## src/rtl/tpse_pkg.sv

```systemverilog
// shared constants, types and the exp table for the two-part se kernel entry
package tpse_pkg;

	localparam int DIMS = 3;
	localparam int MAXD = 3;
	localparam int NSTG = 9;

	localparam int CW  = 24;
	localparam int DW  = CW + 1;
	localparam int SQW = 32;
	localparam int TW  = SQW + CW - 16;
	localparam int SW  = TW + 2;
	localparam int XW  = SW + 2;
	localparam int OW  = 32;

	localparam logic [2:0] REG_WM0 = 3'd0;
	localparam logic [2:0] REG_WM1 = 3'd1;
	localparam logic [2:0] REG_WM2 = 3'd2;
	localparam logic [2:0] REG_WT0 = 3'd3;
	localparam logic [2:0] REG_WT1 = 3'd4;
	localparam logic [2:0] REG_WT2 = 3'd5;
	localparam logic [2:0] REG_LM  = 3'd6;
	localparam logic [2:0] REG_LT  = 3'd7;

	localparam logic [CW-1:0] WEIGHT_RST = 24'd65536;
	localparam int EXP_LIMIT = 786432;
	localparam logic signed [17:0] LOG2E_Q16 = 18'sd94548;
	localparam logic signed [39:0] EXP_BIAS = 40'sd137438953472;

	typedef logic [CW-1:0] weight_t;
	typedef logic [TW-1:0] term_t;
	typedef logic [SW-1:0] dist_t;

	// 2^(i/16) in q.16
	function automatic logic [17:0] pow2_tab(input logic [4:0] i);
		logic [17:0] v;
		case (i)
			5'd0: v = 18'd65536;
			5'd1: v = 18'd68438;
			5'd2: v = 18'd71468;
			5'd3: v = 18'd74632;
			5'd4: v = 18'd77936;
			5'd5: v = 18'd81386;
			5'd6: v = 18'd84990;
			5'd7: v = 18'd88752;
			5'd8: v = 18'd92682;
			5'd9: v = 18'd96785;
			5'd10: v = 18'd101070;
			5'd11: v = 18'd105545;
			5'd12: v = 18'd110218;
			5'd13: v = 18'd115098;
			5'd14: v = 18'd120194;
			5'd15: v = 18'd125515;
			default: v = 18'd131072;
		endcase
		return v;
	endfunction

endpackage

```

## src/rtl/tpse_exp.sv

```systemverilog
// pipelined exp of (lambda - distance): clamp, log2e scale, table interpolation, shift
module tpse_exp import tpse_pkg::*; (
	input  logic                 clk,
	input  logic [3:0]           en,
	input  logic signed [CW-1:0] lambda,
	input  dist_t                distance,
	output logic [OW-1:0]        res
);

	logic signed [XW-1:0] x;
	logic signed [20:0] x_s5;
	logic sat_s5, zero_s5, sat_s6, zero_s6, sat_s7, zero_s7;
	logic signed [39:0] prod, e_full;
	logic [5:0]  n_s6, n_s7;
	logic [15:0] f_s6;
	logic [17:0] m_s7, t_lo, t_hi, m;
	logic [24:0] interp;
	logic [34:0] wide;
	logic [17:0] narrow;
	logic [OW-1:0] res_s8, res_d;

	assign x = XW'(lambda) - $signed({2'b00, distance});
	assign prod = x_s5 * LOG2E_Q16;
	assign e_full = prod + EXP_BIAS;

	assign t_lo = pow2_tab({1'b0, f_s6[15:12]});
	assign t_hi = pow2_tab(5'({1'b0, f_s6[15:12]}) + 5'd1);
	assign interp = (t_hi - t_lo) * f_s6[11:0];
	assign m = t_lo + 18'(interp[24:12]);

	assign wide = {17'd0, m_s7} << (n_s7 - 6'd32);
	assign narrow = m_s7 >> (6'd32 - n_s7);

	always_comb begin
		if (sat_s7) res_d = '1;
		else if (zero_s7) res_d = '0;
		else if (n_s7 >= 6'd32) res_d = (wide[34:32] != 3'd0) ? '1 : wide[31:0];
		else res_d = OW'(narrow);
	end

	always_ff @(posedge clk) begin
		if (en[0]) begin
			sat_s5 <= x > XW'(EXP_LIMIT);
			zero_s5 <= x < -XW'(EXP_LIMIT);
			x_s5 <= x[20:0];
		end
		if (en[1]) begin
			sat_s6 <= sat_s5;
			zero_s6 <= zero_s5;
			n_s6 <= e_full[37:32];
			f_s6 <= e_full[31:16];
		end
		if (en[2]) begin
			sat_s7 <= sat_s6;
			zero_s7 <= zero_s6;
			n_s7 <= n_s6;
			m_s7 <= m;
		end
		if (en[3]) res_s8 <= res_d;
	end

	assign res = res_s8;

endmodule

```

## config.mk

```make
export PLATFORM = sky130hd
export DESIGN_NAME = tpse_exp
export DESIGN_NICKNAME = d
export VERILOG_FILES = /design/src/rtl/tpse_pkg.sv /design/src/rtl/tpse_exp.sv
export SDC_FILE = /design/constraint.sdc
export NUM_CORES = 1
export LEC_CHECK = 0
export BUFFER_PORTS_ARGS = -buffer_cell sky130_fd_sc_hd__buf_2
export CAP_MARGIN = 20
export CORE_MARGIN = 1.5
export CORE_UTILIZATION = 45
export CTS_CLUSTER_SIZE = 20
export DETAILED_ROUTE_END_ITERATION = 8
export PLACE_DENSITY = 0.62
export SETUP_SLACK_MARGIN = 0.1
export SLEW_MARGIN = 20
export SYNTH_ARGS = -nofsm -noshare
export SYNTH_HDL_FRONTEND = slang
export SYNTH_SLANG_ARGS = --single-unit
```

## constraint.sdc

```tcl
create_clock -name clk -period 9.1 [get_ports clk]
set_clock_uncertainty 0.2 [all_clocks]
set_input_delay 0.455 -clock clk [delete_from_list [all_inputs] [get_ports clk]]
set_output_delay 0.455 -clock clk [all_outputs]
set_load 0.05 [all_outputs]
```

==> metrics.md, run 1 <==
| Metric | Value |
|---|---|
| Placed cells | 3577 |
| Worst-Margin Slew | 1.11 ns |
| Longest Clk Path Bufs | 2 |
| Largest delay contributor family on the critical path | adder cells |
| WL met2 | 30100 um |
| Iteration-0 DRC Markers | 1066 |
| Placement Cell Area | 26100 um^2 |
| Root Driver | clkbuf_16 |
| Drt drc | 0 |
| Seq/Total Area, Yosys | 14.7% |
| Largest net degree at the start of global routing | 44 |
| Hold-fix buffers, CTS | 0 |
| Top-count cell post-synth | inv_1 |
| Finish-stage setup viols | 9 |
| Max incr delay on CP | 0.54 ns |
| I/O pin total | 103 |
| Predominant post-synthesis flop cell | edfxtp_1 |
| Area share of the largest cell type after synthesis | 23.7% |
| RSZ-0062 raised after global routing | true |
| Max layer used | met4 |
| CP Max Fanout | 6 |
| FP Rows | 83 |
| CP arrival | 9.47 ns |
| Post-synth EDFFs | 105 |
| Synth cell count leaders | inv_1 (571), ha_1 (283), fa_1 (280) |
| Outcome | complete, but fails checks |
| Synthesized area per cell | 8.70 um^2 |
| Final period util | 105% |
| Ys async rst share | 0% |
| Antenna-violating nets left | 0 |
| Max Cap Viol | 0 |
| Total global routing overflow | 0 |
| Clk sinks | 121 |
| Initial Utilization | 45.8% |
| Critical path class | reg -> reg |
| Total GRT Usage | 22.9% |
| Fmax | 105 MHz |
| Routed length per instance | 16.5 um |
| Final WL | 60200 um |
| P&R area growth vs syn | 16.7% |
| Total number of vias | 19.3k |
| CTS tree | done |
| Initial antenna violation count | 1 |
| Seq. cell area | 3470 um^2 |
| Top post-synthesis cells by area | fa_1 (24%), ha_1 (15%), edfxtp_1 (13%), inv_1 (9.1%), nand2_1 (3.8%) |
| Met1 wire length | 26700 um |
| Height of the die | 232 um |
| Clock Pin Slew Worst Setup and Hold Paths | 0.06 ns |
| Final worst slack | -0.423 ns |
| Die Wd | 232 um |
| Metal3 WL | 2140 um |
| Clock H-tree levels | 4 |
| Via/cell ratio | 5.29 |
| Pre-antenna DRT Iters | 5 |
| Core ar. | 51600 um^2 |
| Fin nets | 3585 |
| TritonCTS Buffers | 17 |
| Yosys top cell by area | fa_1 |
| Final hold violations | 0 |
| Unique masters post-synth | 81 |
| Mapped Cells | 2718 |
| Slew headroom | 26.2% |
| Final Cell Area | 27600 um^2 |
| Buffers and inverters on the worst path | 8 |
| Vias in the first global route | 20.0k |
| Gp weighted congestion | 0.941 |
| Share of cells above drive strength 1 | 18.6% |
| Number of synthesized register bits | 121 |
| Worst Setup Start Kind | register |
| Synth Cell Area | 23600 um^2 |
| IO buf count | 102 |
| CP required | 9.05 ns |
| Yosys warnings | 0 |
| Die ar. | 53900 um^2 |
| HP Class | reg -> reg |
| Slowest-stage cell, CP | fa_1 |
| Clk_lat worst skew | 0.43 ns |
| Fillers | 4719 |
| Final slew viol count | 0 |
| Failing checks | setup timing |
| Global-route wire length before repair | 99200 um |
| Non-filler cells, final | 3645 |
| Area of the multi-input gates | 18400 um^2 |
| Worst Setup End Kind | register |
| Post-Syn Nets | 3352 |
| Final min period | 9.52 ns |
| HPWL after DPL | 49400 um |
==> registers in the layout, summed over array words and instances (netlist names) <==
register / cells
zero_s7: 1
f_s6: 16
res: 32
sat_s5: 1
n_s6: 6
x_s5: 21
t_lo: 16
sat_s6: 1
m_s7: 18
sat_s7: 1
zero_s6: 1
zero_s5: 1
n_s7: 6
==> per-layer routing <==
layer,global-route usage [%],vias up
met1,29.4,9437
met3,2.48,75
met4,5.80,0
met2,40.6,439
li1,-,9337
met5,0,-
==> through the flow <==
step | utilization (%) | setup TNS [ns] | hold slack [ns] | setup slack, ns
2_1_floorplan | - | -0.411 | 0.200 | -0.141
3_3_place_gp | 50.6 | -3.27 | 0.204 | -0.482
3_5_place_dp | 50.6 | -5.37 | 0.206 | -0.783
4_1_cts | 52.8 | -1.91 | 0.220 | -0.390
5_1_grt | 53.5 | -6.49 | 0.231 | -0.812
6_report | 53.5 | -2.36 | 0.219 | -0.423
==> path summary, 6_finish.rpt <==
| kind | start | end | slack, ns | cells after the start |
|---|---|---|---|---|
| worst max-delay path | f_s6[13] | m_s7[16] | -0.42 | 40 |
| worst min-delay path | n_s6[5] | n_s7[5] | 0.22 | 0 |
| worst max register to register | f_s6[13] | m_s7[16] | -0.42 | 40 |
| worst min register to register | n_s6[5] | n_s7[5] | 0.22 | 0 |
==> final cells by class <==
type | instances | area share, %
inverters | 571 | 7.80
repair buffers | 313 | 7.83
multi-input cells | 1927 | 66.6
diodes | 1 | 0.00907
clock inverters | 15 | 0.594
flip-flops and latches | 121 | 12.6
clock buffers | 17 | 1.54
well taps | 680 | 3.08
==> worst reg2reg max path, delay by kind of cell (launching register included) <==
kind	cells	cell delay, ns
flops	1	0.50
simple gates	7	1.35
fa+ha+maj	8	3.30
buf+inv	8	0.71
xor+xnor	4	0.78
compound gates	13	2.40
==> layout by cell type (no fill, tap or decap), types with 16 or more instances in the layout <==
cell / instances
nand2_1: 233
a31oi_1: 18
a21oi_1: 114
clkbuf_16: 17
buf_2: 102
or2_2: 21
mux2_2: 19
buf_4: 198
inv_1: 559
fa_1: 278
o211ai_1: 23
and2_1: 91
o21a_1: 31
a21o_1: 43
nor2b_1: 28
nor2_1: 135
nand3_1: 37
and3_1: 16
mux2i_1: 31
xnor2_1: 93
ha_1: 264
o21ai_0: 76
xor2_1: 25
nand2b_1: 16
nor3_1: 23
dfxtp_1: 16
edfxtp_1: 105
==> timing repair <==
item	in CTS	in global routing
endpoints found under the setup margin	12	13
setup buffers	20	16
pin swaps	66	59
resized for setup	101	52
endpoints found under the hold margin	0	0
==> cells by family after synthesis <==
logic type                 count (synthesis)  synth area share [%]
and+or+nand+nor                          692                  14.2
buffers and inverters                    670                  10.7
adders and majority gates                564                  38.7
AOI/OAI and AO/OA                        478                  13.3
xor gates and xnor gates                 128                  4.80
DFF                                      121                  14.7
muxes                                     65                  3.65
Power of run 1 is left out: the tool's default activity adds up to more than one toggle a clock period on the data nets, which glitch-free logic cannot reach.
==> inputs of run 2 (changes only) <==
--- a/config.mk
+++ b/config.mk
@@ -7,7 +7,7 @@
 export LEC_CHECK = 0
 export BUFFER_PORTS_ARGS = -buffer_cell sky130_fd_sc_hd__buf_2
 export CAP_MARGIN = 20
-export CORE_MARGIN = 1.5
+export CORE_MARGIN = 3
 export CORE_UTILIZATION = 45
 export CTS_CLUSTER_SIZE = 20
 export DETAILED_ROUTE_END_ITERATION = 8
==> constraint.sdc (replaced) <==
create_clock -name clk -period 9.1 [get_ports clk]
set_clock_uncertainty 0.2 [all_clocks]
set_input_delay 0.91 -clock clk [delete_from_list [all_inputs] [get_ports clk]]
set_output_delay 0.91 -clock clk [all_outputs]
set_load 0.05 [all_outputs]
==> metrics.md, run 2 (synthesis results as in run 1) <==
| Metric | Value |
|---|---|
| CP Max Fanout | 5 (-1) |
| Drt drc | 0 (unchanged) |
| Max Cap Viol | 0 (unchanged) |
| Placement Cell Area | 26200 um^2 (+0.12%) |
| Commonest cells after routing, fill and taps aside | inv_1 (559), fa_1 (278), ha_1 (266), nand2_1 (232), buf_4 (216) |
| Largest delay contributor family on the critical path | adder cells |
| Flop2flop setup slack | -0.42 ns (about the same) |
| Largest net degree at the start of global routing | 44 (unchanged) |
| Initial antenna violation count | 1 (unchanged) |
| CP required | 9.06 ns (about the same) |
| FP Rows | 83 (unchanged) |
| Worst reg2reg startpoint | f_s6[13] |
| Worst-Margin Slew | 1.06 ns (-0.0496 ns) |
| Hold-fix buffers, CTS | 0 (unchanged) |
| Final min period | 9.52 ns (-0.00555 ns) |
| Total GRT Usage | 21.9% (-0.98 points) |
| Fmax | 105 MHz (about the same) |
| Final WL | 60100 um (-0.14%) |
| Reg2Reg Capture Point | m_s7[16] |
| Slowest-stage cell, CP | fa_1 |
| Total number of vias | 19.3k (-0.083%) |
| Max incr delay on CP | 0.57 ns (+0.03 ns) |
| Fin nets | 3607 (+0.61%) |
| Diode count | 0 (-1) |
| Via/cell ratio | 5.26 (-0.63%) |
| Slew headroom | 29.3% (+3.2 points) |
| Most common cell after layout, fill and taps aside | inv_1 |
| Buffers and inverters on the worst path | 13 (+5) |
| IO buf count | 102 (unchanged) |
| Clock H-tree levels | 4 (unchanged) |
| RSZ-0062 raised after global routing | true |
| Failing checks | setup timing |
| Die ar. | 55300 um^2 (+2.6%) |
| P&R area growth vs syn | 17.3% |
| Critical path class | reg -> reg |
| Die Wd | 235 um (+1.3%) |
| TritonCTS Buffers | 17 (unchanged) |
| Max reg flops | 32 (unchanged) |
| DP Worst Slack | -0.709 ns (+0.0742 ns) |
| Root Driver | clkbuf_16 |
| Hold_sp | n_s6[5] |
| Final period util | 105% (about the same) |
| CTS tree | done |
| Final Cell Area | 27700 um^2 (+0.52%) |
| Final slew viol count | 0 (unchanged) |
| Initial Utilization | 45.8% (unchanged) |
| Final worst slack | -0.417 ns (+0.00555 ns) |
| Share of cells above drive strength 1 | 18.8% (+0.17 points) |
| Worst-case reg-to-reg path depth | 42 (+5.0%) |
| Global-route wire length before repair | 100000 um (+1.2%) |
| Hold WS | 0.222 ns (+0.00319 ns) |
| Finish-stage setup viols | 8 (-1) |
| Final hold violations | 0 (unchanged) |
| Iteration-0 DRC Markers | 1084 (+1.7%) |
| Total global routing overflow | 0 (unchanged) |
| Critical Path Most Common Cell | buf_4 |
| WHS Path Cells | 0 (unchanged) |
| Clk_lat worst skew | 0.43 ns (about the same) |
| Setup TNS | -2.43 ns (-0.0718 ns) |
| I/O pin total | 103 (unchanged) |
| Core ar. | 51600 um^2 (unchanged) |
| Height of the die | 235 um (+1.3%) |
| Clk sinks | 121 (unchanged) |
| Hold EP | n_s7[5] |
| Pre-antenna DRT Iters | 5 (unchanged) |
| Clock Pin Slew Worst Setup and Hold Paths | 0.06 ns (about the same) |
| HPWL after DPL | 49300 um (-0.34%) |
| Longest Clk Path Bufs | 2 (unchanged) |
| HP Class | reg -> reg |
| Gp weighted congestion | 0.921 (-2.2%) |
| CP arrival | 9.48 ns (about the same) |
| Vias in the first global route | 20.2k (+0.88%) |
| Outcome | complete, but fails checks |
| Antenna-violating nets left | 0 (unchanged) |
| Worst Setup Start Kind | register |
| Worst setup path startpoint | f_s6[13] |
| Routed length per instance | 16.4 um (-0.68%) |
| Worst Setup End Kind | register |
-- run 2: cell count changes in the layout (fill, tap and decap cells not counted), moves of 4 or more --
cell,previous run,this run
clkinvlp_4,0,4
buf_4,198,216
nor2_4,3,7
buf_6,9,13
o21ai_1,11,17
-- run 2: worst max path at each step --
stage	end	cells after the start	slack [ns]
6_report	m_s7[16]	42	-0.42
5_1_grt	m_s7[16]	44	-0.79
4_1_cts	m_s7[15]	43	-0.37
3_5_place_dp	m_s7[14]	44	-0.71
3_3_place_gp	m_s7[15]	41	-0.50
2_1_floorplan	m_s7[15]	43	-0.14
-- run 2: routing by layer --
| layer | GRT usage (%) | up-vias | share of wire [%] |
|---|---|---|---|
| li1 | - | 9361 | - |
| met1 | 28.3 | 9446 | 44 |
| met2 | 39.0 | 394 | 50 |
| met3 | 2.74 | 71 | 4.0 |
| met4 | 4.95 | 0 | 1.7 |
| met5 | 0 | - | 0 |
-- run 2: timing repair --
item | in CTS | in global routing
buffers inserted | 35 | 14
endpoints found under the setup margin | 11 | 13
pin swaps | 70 | 42
resized for setup | 88 | 64
-- run 2: per-stage QoR --
stage / utilization, % / cells
after floorplan: - / 2718
after global placement: 50.7 / 3582
after detailed placement: 50.7 / 3583
after CTS: 53.0 / 3649
after global routing: 53.7 / 3665
final: 53.7 / 3665
-- run 2: final cells by class --
class                           count  area [um^2]
Clock buffer                       18          429
Clock inverter                     13          169
Fill cell                        4703        23900
Inverter                          571         2150
Multi-Input combinational cell   1927        18300
Sequential cell                   121         3470
Tap cell                          680          851
Timing Repair Buffer              335         2340
Power of run 2 is left out for the same reason.
==> inputs of run 3 (changes only) <==
--- a/config.mk
+++ b/config.mk
@@ -11,7 +11,7 @@
 export CORE_UTILIZATION = 45
 export CTS_CLUSTER_SIZE = 20
 export DETAILED_ROUTE_END_ITERATION = 8
-export PLACE_DENSITY = 0.62
+export PLACE_DENSITY = 0.59
 export SETUP_SLACK_MARGIN = 0.1
 export SLEW_MARGIN = 20
 export SYNTH_ARGS = -nofsm -noshare
==> constraint.sdc (replaced) <==
create_clock -name clk -period 9.2 [get_ports clk]
set_clock_uncertainty 0.2 [all_clocks]
set_input_delay 0.92 -clock clk [delete_from_list [all_inputs] [get_ports clk]]
set_output_delay 0.92 -clock clk [all_outputs]
set_load 0.05 [all_outputs]
==> metrics.md, run 3 (synthesis results as in run 1) <==
| Metric | Value |
|---|---|
| Outcome | complete, but fails checks |
| Failing checks | setup timing |
| Area of the multi-input gates | 18400 um^2 (+0.16%) |
| HPWL after DPL | 49800 um (+1.1%) |
| Total number of vias | 19.1k (-0.86%) |
| IO buf count | 102 (unchanged) |
| Final slew viol count | 0 (unchanged) |
| Fillers | 4714 (+0.23%) |
| Total GRT Usage | 22.0% (+0.10 points) |
| FP Rows | 83 (unchanged) |
| Hold-fix buffers, CTS | 0 (unchanged) |
| HP Class | reg -> reg |
| Height of the die | 235 um (unchanged) |
| CP Max Fanout | 5 (unchanged) |
| Max incr delay on CP | 0.54 ns (-0.03 ns) |
| Diode count | 0 (unchanged) |
| Initial antenna violation count | 1 (unchanged) |
| Final WL | 60900 um (+1.4%) |
| Final Cell Area | 27500 um^2 (-0.83%) |
| Antenna-violating nets left | 0 (unchanged) |
| Pre-antenna DRT Iters | 5 (unchanged) |
| Worst reg2reg startpoint | f_s6[13] |
| Worst setup path startpoint | f_s6[13] |
| Die ar. | 55300 um^2 (unchanged) |
| Worst-Margin Slew | 1.03 ns (-0.0244 ns) |
| Finish-stage setup viols | 6 (-2) |
| Global-route wire length before repair | 99700 um (-0.65%) |
| Routed length per instance | 16.8 um (+2.2%) |
| P&R area growth vs syn | 16.3% |
| Reg2Reg Capture Point | m_s7[15] |
| Share of cells above drive strength 1 | 18.3% (-0.45 points) |
| Slowest-stage cell, CP | fa_1 |
| RSZ-0062 raised after global routing | true |
| Slew headroom | 30.6% (+1.3 points) |
| Placement Cell Area | 26100 um^2 (-0.16%) |
| Gp weighted congestion | 0.921 (about the same) |
| Seq. cell area | 3470 um^2 (unchanged) |
| Max reg flops | 32 (unchanged) |
| I/O pin total | 103 (unchanged) |
| Initial Utilization | 45.8% (unchanged) |
| Via/cell ratio | 5.26 (about the same) |
| Critical path class | reg -> reg |
| Vias in the first global route | 19.5k (-3.0%) |
| Core ar. | 51600 um^2 (unchanged) |
| Worst-case reg-to-reg path depth | 43 (+2.4%) |
| Total global routing overflow | 0 (unchanged) |
| Most common cell after layout, fill and taps aside | inv_1 |
| Clock H-tree levels | 4 (unchanged) |
| Clk_lat worst skew | 0.44 ns (about the same) |
| Die Wd | 235 um (unchanged) |
| Fmax | 104 MHz (-0.68%) |
| CP required | 9.18 ns (+0.12 ns) |
| Worst Setup Start Kind | register |
| Final min period | 9.58 ns (+0.0647 ns) |
| End of the critical path | m_s7[15] |
| Root Driver | clkbuf_16 |
| CTS tree | done |
| Final hold violations | 0 (unchanged) |
| Flop2flop setup slack | -0.38 ns (+0.04 ns) |
| Drt drc | 0 (unchanged) |
| Clk sinks | 121 (unchanged) |
| Final period util | 104% (-0.43 points) |
| Worst Setup End Kind | register |
| Final worst slack | -0.382 ns (+0.0353 ns) |
| TritonCTS Buffers | 17 (unchanged) |
| Setup TNS | -1.71 ns (+0.722 ns) |
| Commonest cells after routing, fill and taps aside | inv_1 (563), fa_1 (277), ha_1 (265), nand2_1 (234), buf_4 (190) |
| Max Cap Viol | 0 (unchanged) |
| Iteration-0 DRC Markers | 891 (-18%) |
| Largest net degree at the start of global routing | 44 (unchanged) |
| Clock Pin Slew Worst Setup and Hold Paths | 0.06 ns (about the same) |
| Fin nets | 3576 (-0.86%) |
| CP arrival | 9.56 ns (+0.08 ns) |
| Longest Clk Path Bufs | 2 (unchanged) |
[run 3: layout make-up]
class	instances	share of cell area, %
Tap cell	680	3.09
Multi-Input combinational cell	1927	66.7
Clock inverter	15	0.555
Clock buffer	17	1.55
Sequential cell	121	12.6
Inverter	571	7.83
Timing Repair Buffer	304	7.61
[run 3: timing repair]
action | in CTS | in global routing
gates cloned | 1 | 0
gates resized for setup | 81 | 69
hold endpoints to repair | 0 | 0
setup endpoints to repair | 11 | 11
pin swaps | 44 | 45
setup buffers | 16 | 11
[run 3: worst min path at each step]
stage | start | to | slack, ns | cells past startpoint
2_1_floorplan | n_s6[0] | n_s7[0] | 0.20 | 0
3_3_place_gp | n_s6[4] | n_s7[4] | 0.20 | 0
3_5_place_dp | n_s6[4] | n_s7[4] | 0.20 | 0
4_1_cts | n_s6[4] | n_s7[4] | 0.22 | 0
5_1_grt | n_s6[5] | n_s7[5] | 0.23 | 0
6_report | n_s6[4] | n_s7[4] | 0.22 | 0
[run 3: stage by stage]
step	util (%)	setup WS, ns	instances	hold slack (ns)
2_1_floorplan	-	-0.0409	2718	0.200
3_5_place_dp	50.6	-0.585	3574	0.205
4_1_cts	52.5	-0.276	3623	0.219
3_3_place_gp	50.6	-0.413	3574	0.202
5_1_grt	53.3	-0.728	3635	0.230
6_report	53.3	-0.382	3635	0.219
[run 3: metal layers]
layer / share of wire [%] / up-vias / track usage [%]
met5: 0.021 / - / 0
met4: 2.6 / 2 / 5.95
met3: 4.0 / 100 / 2.95
met2: 49 / 395 / 38.1
met1: 44 / 9307 / 28.9
li1: - / 9303 / -
[run 3: worst max-delay path, delay by kind of cell, from the launching register on]
family	cells	cell delay, ns
buffers and inverters	10	0.91
and+or+nand+nor	9	1.16
DFF	1	0.47
xor gates and xnor gates	4	0.81
AOI/OAI and AO/OA	11	2.22
adders and majority gates	9	3.54
Power of run 3 is left out for the same reason.
